--- src/design/erp_pkg.sv ---
// Shared widths, reset values, codes and types of the error-to-speed ramp planner.
package erp_pkg;

  localparam int SPD_W  = 24;
  localparam int CE_W   = 15;
  localparam int ERR_W  = 16;
  localparam int ELAP_W = 16;
  localparam int MAG_W  = 17;
  localparam int PROD_W = 40;
  localparam int REM_W  = 15;
  localparam int IDX_W  = 3;
  localparam int CNT_W  = 5;
  localparam int CAP_W  = 31;

  localparam logic [SPD_W-1:0] STRAIGHT_RST = 24'd1000000;
  localparam logic [SPD_W-1:0] MIN_RST      = 24'd300000;
  localparam logic [CE_W-1:0]  CURVE_RST    = 15'd800;
  localparam logic [SPD_W-1:0] ACCEL_RST    = 24'd2000000;
  localparam logic [SPD_W-1:0] DECEL_RST    = 24'd2000000;

  localparam logic [CE_W-1:0]  MS_PER_S   = 15'd1000;
  localparam logic [CNT_W-1:0] MAP_STEPS  = 5'd12;
  localparam logic [CNT_W-1:0] RATE_STEPS = 5'd20;

  localparam logic [IDX_W-1:0] REG_STRAIGHT = 3'd0;
  localparam logic [IDX_W-1:0] REG_MIN      = 3'd1;
  localparam logic [IDX_W-1:0] REG_CURVE    = 3'd2;
  localparam logic [IDX_W-1:0] REG_ACCEL    = 3'd3;
  localparam logic [IDX_W-1:0] REG_DECEL    = 3'd4;

  localparam logic OP_UPDATE  = 1'b0;
  localparam logic OP_RESTART = 1'b1;

  typedef struct packed {
    logic [SPD_W-1:0] straight;
    logic [SPD_W-1:0] min_spd;
    logic [CE_W-1:0]  curve;
    logic [SPD_W-1:0] accel;
    logic [SPD_W-1:0] decel;
  } cfg_t;

  typedef struct packed {
    logic start;
    logic skip;
  } div_req_t;

  typedef struct packed {
    logic busy;
    logic done;
  } div_sts_t;

endpackage

--- src/design/erp_cfg.sv ---
// Configuration register file of the ramp planner.
module erp_cfg (
  input  logic                        clk,
  input  logic                        rst_n,
  input  logic                        cfg_we,
  input  logic [erp_pkg::IDX_W-1:0]   cfg_index,
  input  logic [erp_pkg::SPD_W-1:0]   cfg_wdata,
  output erp_pkg::cfg_t               cfg
);

  erp_pkg::cfg_t cfg_r;

  always_ff @(posedge clk) begin
    if (!rst_n) begin
      cfg_r.straight <= erp_pkg::STRAIGHT_RST;
      cfg_r.min_spd  <= erp_pkg::MIN_RST;
      cfg_r.curve    <= erp_pkg::CURVE_RST;
      cfg_r.accel    <= erp_pkg::ACCEL_RST;
      cfg_r.decel    <= erp_pkg::DECEL_RST;
    end else if (cfg_we) begin
      case (cfg_index)
        erp_pkg::REG_STRAIGHT: cfg_r.straight <= cfg_wdata;
        erp_pkg::REG_MIN:      cfg_r.min_spd  <= cfg_wdata;
        erp_pkg::REG_CURVE:    cfg_r.curve    <= cfg_wdata[erp_pkg::CE_W-1:0];
        erp_pkg::REG_ACCEL:    cfg_r.accel    <= cfg_wdata;
        erp_pkg::REG_DECEL:    cfg_r.decel    <= cfg_wdata;
        default: ;
      endcase
    end
  end

  assign cfg = cfg_r;

endmodule

--- src/design/erp_mul.sv ---
// Shared registered 24 x 16 multiplier of the ramp planner.
module erp_mul (
  input  logic                         clk,
  input  logic [erp_pkg::SPD_W-1:0]    a,
  input  logic [erp_pkg::ELAP_W-1:0]   b,
  output logic [erp_pkg::PROD_W-1:0]   p
);

  logic [erp_pkg::PROD_W-1:0] p_r;

  always_ff @(posedge clk) begin
    p_r <= {16'b0, a} * {24'b0, b};
  end

  assign p = p_r;

endmodule

--- src/design/erp_div.sv ---
// Shared iterative divider of the ramp planner, two quotient bits per cycle.
module erp_div (
  input  logic                          clk,
  input  logic                          rst_n,
  input  erp_pkg::div_req_t             req,
  input  logic [erp_pkg::PROD_W-1:0]    dividend,
  input  logic [erp_pkg::CE_W-1:0]      divisor,
  output erp_pkg::div_sts_t             sts,
  output logic [erp_pkg::PROD_W-1:0]    quotient
);

  logic                          busy_r;
  logic                          done_r;
  logic [erp_pkg::CNT_W-1:0]     cnt_r;
  logic [erp_pkg::REM_W-1:0]     rem_r;
  logic [erp_pkg::PROD_W-1:0]    sh_r;
  logic [erp_pkg::PROD_W-1:0]    quo_r;
  logic [erp_pkg::CE_W-1:0]      dsr_r;

  logic [erp_pkg::REM_W:0]       r1;
  logic [erp_pkg::REM_W:0]       r2;
  logic                          ge1;
  logic                          ge2;
  logic [erp_pkg::REM_W-1:0]     rm1;
  logic [erp_pkg::REM_W-1:0]     rm2;

  always_comb begin
    r1  = {rem_r, sh_r[erp_pkg::PROD_W-1]};
    ge1 = r1 >= {1'b0, dsr_r};
    rm1 = ge1 ? erp_pkg::REM_W'(r1 - {1'b0, dsr_r}) : r1[erp_pkg::REM_W-1:0];
    r2  = {rm1, sh_r[erp_pkg::PROD_W-2]};
    ge2 = r2 >= {1'b0, dsr_r};
    rm2 = ge2 ? erp_pkg::REM_W'(r2 - {1'b0, dsr_r}) : r2[erp_pkg::REM_W-1:0];
  end

  always_ff @(posedge clk) begin
    if (!rst_n) begin
      busy_r <= 1'b0;
      done_r <= 1'b0;
      cnt_r  <= '0;
    end else begin
      done_r <= 1'b0;
      if (req.start) begin
        busy_r <= 1'b1;
        cnt_r  <= req.skip ? erp_pkg::MAP_STEPS : erp_pkg::RATE_STEPS;
      end else if (busy_r) begin
        cnt_r <= cnt_r - 1'b1;
        if (cnt_r == 5'd1) begin
          busy_r <= 1'b0;
          done_r <= 1'b1;
        end
      end
    end
  end

  always_ff @(posedge clk) begin
    if (req.start) begin
      dsr_r <= divisor;
      quo_r <= '0;
      if (req.skip) begin
        rem_r <= dividend[38:24];
        sh_r  <= {dividend[23:0], 16'b0};
      end else begin
        rem_r <= '0;
        sh_r  <= dividend;
      end
    end else if (busy_r) begin
      rem_r <= rm2;
      sh_r  <= {sh_r[erp_pkg::PROD_W-3:0], 2'b0};
      quo_r <= {quo_r[erp_pkg::PROD_W-3:0], ge1, ge2};
    end
  end

  assign sts.busy = busy_r;
  assign sts.done = done_r;
  assign quotient = quo_r;

endmodule

--- src/design/error_to_speed_ramp_planner.sv ---
// Top level of the error-to-speed ramp planner: sequencer, speed state and result register.
//
// Input channel (in_valid/in_ready): one word per item. An update word carries a
// signed tracking error and the elapsed milliseconds; a restart word sets the speed
// to the minimum speed. Result channel (out_valid/out_ready): one word per item with
// the new speed, the clamped target and an at-target flag.
// Configuration: cfg_we writes cfg_wdata into register cfg_index; the speed does not
// move on a write. Write only while no item is in flight.
// Sequencing: a restart word goes from idle straight to the result state. An update
// word runs the map and rate steps, with a map division only when the error falls
// on the sloped part of the map. The shared divider does the map division by the
// curve error and the step division by 1000, two quotient bits a cycle; one shared
// multiplier feeds it. in_ready is high only while the sequencer is idle, so one
// item is in flight at a time and the next word can be accepted as soon as a result
// is registered; a waiting result does not block that.
// Stall: a result waits in the output register until out_ready; the sequencer holds
// in its final state only if the register is still full then.
// Reset: rst_n, synchronous, active low; it restores the register reset values, sets
// the speed to the minimum speed reset value and empties the output register.
module error_to_speed_ramp_planner (
  input  logic                                clk,
  input  logic                                rst_n,
  input  logic                                in_valid,
  output logic                                in_ready,
  input  logic                                in_opcode,
  input  logic signed [erp_pkg::ERR_W-1:0]    in_track_error,
  input  logic [erp_pkg::ELAP_W-1:0]          in_elapsed_ms,
  output logic                                out_valid,
  input  logic                                out_ready,
  output logic [erp_pkg::SPD_W-1:0]           out_speed,
  output logic [erp_pkg::SPD_W-1:0]           out_target_speed,
  output logic                                out_at_target,
  input  logic                                cfg_we,
  input  logic [erp_pkg::IDX_W-1:0]           cfg_index,
  input  logic [erp_pkg::SPD_W-1:0]           cfg_wdata
);

  typedef enum logic [2:0] {
    S_IDLE, S_MAP, S_MMUL, S_MDIV, S_RATE, S_RMUL, S_RDIV, S_OUT
  } state_t;

  erp_pkg::cfg_t                   cfg;
  erp_pkg::div_req_t               div_req;
  erp_pkg::div_sts_t               div_sts;
  logic [erp_pkg::PROD_W-1:0]      div_quo;
  logic [erp_pkg::CE_W-1:0]        div_dsr;
  logic [erp_pkg::PROD_W-1:0]      mul_p;
  logic [erp_pkg::SPD_W-1:0]       mul_a;
  logic [erp_pkg::ELAP_W-1:0]      mul_b;

  state_t                          state_r, state_nxt;
  logic [erp_pkg::SPD_W-1:0]       cur_r, cur_nxt;
  logic [erp_pkg::SPD_W-1:0]       tgt_r, tgt_nxt;
  logic [erp_pkg::MAG_W-1:0]       mag_r, mag_nxt;
  logic [erp_pkg::ELAP_W-1:0]      elap_r, elap_nxt;
  logic                            out_valid_r, out_valid_nxt;
  logic [erp_pkg::SPD_W-1:0]       out_speed_r, out_speed_nxt;
  logic [erp_pkg::SPD_W-1:0]       out_tgt_r, out_tgt_nxt;
  logic                            out_at_r, out_at_nxt;

  logic                            up;
  logic [erp_pkg::SPD_W-1:0]       rate_sel;
  logic [erp_pkg::SPD_W-1:0]       adiff;
  logic [erp_pkg::CAP_W-1:0]       cap;
  logic [erp_pkg::MAG_W-1:0]       in_mag;

  erp_cfg u_cfg (
    .clk       (clk),
    .rst_n     (rst_n),
    .cfg_we    (cfg_we),
    .cfg_index (cfg_index),
    .cfg_wdata (cfg_wdata),
    .cfg       (cfg)
  );

  erp_mul u_mul (
    .clk (clk),
    .a   (mul_a),
    .b   (mul_b),
    .p   (mul_p)
  );

  erp_div u_div (
    .clk      (clk),
    .rst_n    (rst_n),
    .req      (div_req),
    .dividend (mul_p),
    .divisor  (div_dsr),
    .sts      (div_sts),
    .quotient (div_quo)
  );

  always_comb begin
    in_mag   = in_track_error[erp_pkg::ERR_W-1] ?
               erp_pkg::MAG_W'({1'b0, ~in_track_error}) + 17'd1 :
               {1'b0, in_track_error};
    up       = tgt_r > cur_r;
    rate_sel = up ? cfg.accel : cfg.decel;
    adiff    = up ? tgt_r - cur_r : cur_r - tgt_r;
    cap      = div_quo[erp_pkg::CAP_W-1:0];

    state_nxt     = state_r;
    cur_nxt       = cur_r;
    tgt_nxt       = tgt_r;
    mag_nxt       = mag_r;
    elap_nxt      = elap_r;
    out_valid_nxt = out_valid_r && !out_ready;
    out_speed_nxt = out_speed_r;
    out_tgt_nxt   = out_tgt_r;
    out_at_nxt    = out_at_r;
    div_req       = '0;
    div_dsr       = erp_pkg::MS_PER_S;
    mul_a         = rate_sel;
    mul_b         = elap_r;

    case (state_r)
      S_IDLE: begin
        if (in_valid) begin
          if (in_opcode == erp_pkg::OP_RESTART) begin
            cur_nxt   = cfg.min_spd;
            tgt_nxt   = cfg.min_spd;
            state_nxt = S_OUT;
          end else begin
            mag_nxt   = in_mag;
            elap_nxt  = in_elapsed_ms;
            state_nxt = S_MAP;
          end
        end
      end
      S_MAP: begin
        mul_a = cfg.straight - cfg.min_spd;
        mul_b = {1'b0, mag_r[erp_pkg::CE_W-1:0]};
        if (cfg.curve == '0) begin
          tgt_nxt   = (cfg.straight < cfg.min_spd) ? cfg.min_spd : cfg.straight;
          state_nxt = S_RATE;
        end else if (mag_r >= {2'b0, cfg.curve}) begin
          tgt_nxt   = (cfg.min_spd > cfg.straight) ? cfg.straight : cfg.min_spd;
          state_nxt = S_RATE;
        end else if (cfg.min_spd >= cfg.straight) begin
          tgt_nxt   = cfg.min_spd;
          state_nxt = S_RATE;
        end else begin
          state_nxt = S_MMUL;
        end
      end
      S_MMUL: begin
        div_req.start = 1'b1;
        div_req.skip  = 1'b1;
        div_dsr       = cfg.curve;
        state_nxt     = S_MDIV;
      end
      S_MDIV: begin
        if (div_sts.done) begin
          tgt_nxt   = cfg.straight - div_quo[erp_pkg::SPD_W-1:0];
          state_nxt = S_RATE;
        end
      end
      S_RATE: begin
        state_nxt = S_RMUL;
      end
      S_RMUL: begin
        div_req.start = 1'b1;
        div_req.skip  = 1'b0;
        state_nxt     = S_RDIV;
      end
      S_RDIV: begin
        if (div_sts.done) begin
          if ({7'b0, adiff} <= cap) begin
            cur_nxt = tgt_r;
          end else if (up) begin
            cur_nxt = cur_r + cap[erp_pkg::SPD_W-1:0];
          end else begin
            cur_nxt = cur_r - cap[erp_pkg::SPD_W-1:0];
          end
          state_nxt = S_OUT;
        end
      end
      S_OUT: begin
        if (!out_valid_r || out_ready) begin
          out_valid_nxt = 1'b1;
          out_speed_nxt = cur_r;
          out_tgt_nxt   = tgt_r;
          out_at_nxt    = cur_r == tgt_r;
          state_nxt     = S_IDLE;
        end
      end
      default: begin
        state_nxt = S_IDLE;
      end
    endcase
  end

  always_ff @(posedge clk) begin
    if (!rst_n) begin
      state_r     <= S_IDLE;
      cur_r       <= erp_pkg::MIN_RST;
      out_valid_r <= 1'b0;
    end else begin
      state_r     <= state_nxt;
      cur_r       <= cur_nxt;
      out_valid_r <= out_valid_nxt;
    end
    tgt_r       <= tgt_nxt;
    mag_r       <= mag_nxt;
    elap_r      <= elap_nxt;
    out_speed_r <= out_speed_nxt;
    out_tgt_r   <= out_tgt_nxt;
    out_at_r    <= out_at_nxt;
  end

  assign in_ready         = state_r == S_IDLE;
  assign out_valid        = out_valid_r;
  assign out_speed        = out_speed_r;
  assign out_target_speed = out_tgt_r;
  assign out_at_target    = out_at_r;

`ifndef NO_ASSERTIONS
  a_restart_speed: assert property (@(posedge clk) disable iff (!rst_n)
    (in_valid && in_ready && in_opcode == erp_pkg::OP_RESTART) |=>
      (cur_r == $past(cfg.min_spd)))
    else $error("restart did not load the minimum speed");

  a_div_done_wait: assert property (@(posedge clk) disable iff (!rst_n)
    div_sts.done |-> (state_r == S_MDIV || state_r == S_RDIV))
    else $error("divider finished while the sequencer was not waiting");

  a_idle_div_free: assert property (@(posedge clk) disable iff (!rst_n)
    (state_r == S_IDLE) |-> !div_sts.busy)
    else $error("divider busy while the sequencer is idle");

  a_at_target: assert property (@(posedge clk) disable iff (!rst_n)
    out_valid |-> (out_at_target == (out_speed == out_target_speed)))
    else $error("at_target flag disagrees with speed and target");
`endif

endmodule
--- config.mk ---
export PLATFORM = sky130hd
export DESIGN_NAME = error_to_speed_ramp_planner
export DESIGN_NICKNAME = d
export VERILOG_FILES = /design/src/design/erp_pkg.sv /design/src/design/erp_cfg.sv /design/src/design/erp_mul.sv /design/src/design/erp_div.sv /design/src/design/error_to_speed_ramp_planner.sv
export SDC_FILE = /design/constraint.sdc
export NUM_CORES = 2
export LEC_CHECK = 0
export ABC_AREA = 1
export BUFFER_PORTS_ARGS = -buffer_cell sky130_fd_sc_hd__buf_2
export CORE_MARGIN = 10
export CORE_UTILIZATION = 59
export CTS_CLUSTER_SIZE = 40
export DETAILED_ROUTE_END_ITERATION = 8
export PLACE_DENSITY_LB_ADDON = 0.3
export SLEW_MARGIN = 20
export SYNTH_ARGS = -nofsm -noshare
export SYNTH_HDL_FRONTEND = slang
export SYNTH_HIERARCHICAL = 1
export SYNTH_SLANG_ARGS = --single-unit
export TNS_END_PERCENT = 50
--- constraint.sdc ---
create_clock -name clk -period 6.58 [get_ports clk]
set_input_delay 0.658 -clock clk [delete_from_list [all_inputs] [get_ports clk]]
set_output_delay 0.658 -clock clk [all_outputs]
set_load 0.02 [all_outputs]
==> key figures <==
Global routing
  – First-pass GRT wire length: 207000 um
  – Gr usage total: 32.10%
  – Total gr overflow: 0
  – Initial antenna violation count: 7
  – Vias in the first global route: 38520
  – Largest net degree at the start of global routing: 78

Timing
  – Worst Tran Pin Value: 1110 ps
  – Fin crit period: 7189 ps
  – PnR worst setup slack: -608.5 ps
  – Max Clock Freq: 0.1391 GHz
  – Final Hold Vio Count: 0
  – Worst slew margin: 25.92%
  – Final TNS setup: -13270 ps
  – RSZ-0062 raised after global routing: yes
  – Final Max Slew Viols: 0
  – Clock Skew: 31.88 ps
  – Final setup violation count: 32
  – Fin crit share: 109.2%

CTS
  – Num CTS Buffers: 45
  – Clk sink count: 393
  – CTS max path bufs: 3
  – Root buffer cell: clkbuf_16
  – Worst-Skew Late Latency: 620 ps
  – CTS tree: done
  – H-tree depth: 2
  – Clk slew on worst S/H paths: 60 ps
  – Hold Buf Count CTS: 0

Min path
  – Hold path endpoint: elap_r[11]
  – Hold path cells: 1
  – Hold wc startpoint: in_elapsed_ms[11]
  – Tightest Hold Check Type: in -> reg

Placement
  – Post-Place Cells: 7052
  – Post-DP Area: 45740 um^2
  – Placer Congestion: 1.014
  – Port buffer count: 115
  – Final HPWL DP: 104900 um

Routing
  – DRC Markers: 0
  – WL per Instance: 18.69 um
  – Pre-antenna DRT Iters: 6
  – Routed Antenna Nets: 0
  – Via-per-instance ratio: 5.534
  – WL final: 134300 um
  – Vias post-DR: 39770
  – Initial drt markers: 4512

Setup path
  – Slowest stage cell, crit path: fa_1
  – Crit Path Max Fanout: 9
  – R2R cell count: 38
  – CP Launch Point: tgt_r[20]
  – CP max stage delay: 560 ps
  – RR Endpoint: u_mul/p[30]
  – Kind of critical path: reg -> reg
  – Worst EP required: 7060 ps
  – Crit end category: flop
  – Origin of the critical flop-to-flop path: tgt_r[20]
  – Startpoint types: flop
  – Worst path most repeated cell: nand2_1
  – CP arrival: 7660 ps
  – Flop-to-flop setup slack: -610 ps

Floorplan
  – Die area: 80240 um^2
  – Die H: 283.3 um
  – Die W: 283.3 um
  – Io pins: 116
  – Core area: 68710 um^2
  – Initial Util: 59.52%
  – Row Count: 96

Synthesis
  – Syn nets: 6454
  – Post-Syn Instances: 5774
  – Post-Syn Area: 40890 um^2
  – Syn avg cell area: 7.082 um^2
  – Yosys warns: 6

Final layout
  – Syn-to-layout area delta: 18.48%
  – Layout net count: 6894
  – Final instance area: 48450 um^2
  – Post-route insts no fill: 7185
  – Share of cells above drive strength 1: 16.70%

Outcome
  – Failing checks: negative setup slack
  – Status: complete, but fails checks

Flow run
  – Max_cap viols: 0
==> through the flow <==
stage | setup slack, ps | hold WS, ps | utilization (%)
2_1_floorplan | -159.8 | 423.6 | -
3_3_place_gp | -591.0 | 434.7 | 66.57
3_5_place_dp | -753.8 | 439.0 | 66.57
4_1_cts | -479.0 | 209.5 | 69.66
5_1_grt | -852.2 | 224.7 | 70.51
6_report | -608.5 | 231.6 | 70.52
==> flip-flops by register name, summed over array words and instances, names as in the netlist <==
| name | flops |
|---|---|
| u_div/dsr_r | 15 |
| u_div/quotient | 31 |
| out_target_speed | 24 |
| elap_r | 16 |
| tgt_r | 24 |
| u_div/done_r | 1 |
| state_r | 3 |
| cur_r | 24 |
| u_div/rem_r | 15 |
| u_div/busy_r | 1 |
| u_div/sh_r | 40 |
| u_div/cnt_r | 5 |
| out_valid | 1 |
| u_mul/p | 40 |
| mag_r | 17 |
| u_cfg/cfg | 111 |
| out_speed | 24 |
| out_at_target | 1 |
==> worst max-delay path, delay by kind of cell (launching register included) <==
| family | cells | cell delay [ps] |
|---|---|---|
| simple gates | 18 | 1650 |
| buf+inv | 10 | 830 |
| fa+ha+maj | 8 | 3670 |
| flops | 1 | 490 |
| compound gates | 2 | 380 |
==> layout make-up <==
type | instances | area [um^2]
inverters | 1174 | 4409
multi-input cells | 4009 | 27000
diodes | 3 | 7.507
well taps | 931 | 1165
fillers | 5646 | 20260
repair buffers | 591 | 4651
flip-flops and latches | 393 | 9630
clock buffers | 56 | 1177
clock inverters | 28 | 412.9
==> worst max-delay path by stage <==
stage                  end  slack (ps)  depth (start not counted)
3_5_place_dp   u_mul/p[30]        -750                         37
3_3_place_gp   u_mul/p[27]        -590                         38
4_1_cts        u_mul/p[30]        -480                         36
5_1_grt        u_mul/p[30]        -850                         40
6_report       u_mul/p[30]        -610                         38
2_1_floorplan  u_mul/p[39]        -160                         42
==> cell usage in the layout, fill, tap and decap left out, drive strengths merged, types with 58 or more instances in the layout <==
master and instances:
nand2 1657, inv 1172, buf 589, nor2 455
nand3 361, fa 313, ha 302, a21oi 289
dfxtp 217, o21ai 216, edfxtp 176, xor2 97
clkbuf 58
==> layer usage <==
metal,track usage (%),up-vias,wire length (um)
met1,43.90,18630,55190
met3,7.700,299,15820
li1,-,18770,-
met4,10.53,4,5169
met2,49.43,2068,58100
met5,0,-,26
==> what timing repair did <==
action | CTS | global route
pin swaps | 52 | 33
setup buffers | 21 | 23
cloned | 1 | 2
endpoints found under the setup margin | 32 | 32
resized for setup | 75 | 105
hold endpoints to repair | 0 | 0
Power is left out: the tool's default activity adds up to more than one toggle a clock period on the data nets, which glitch-free logic cannot reach.
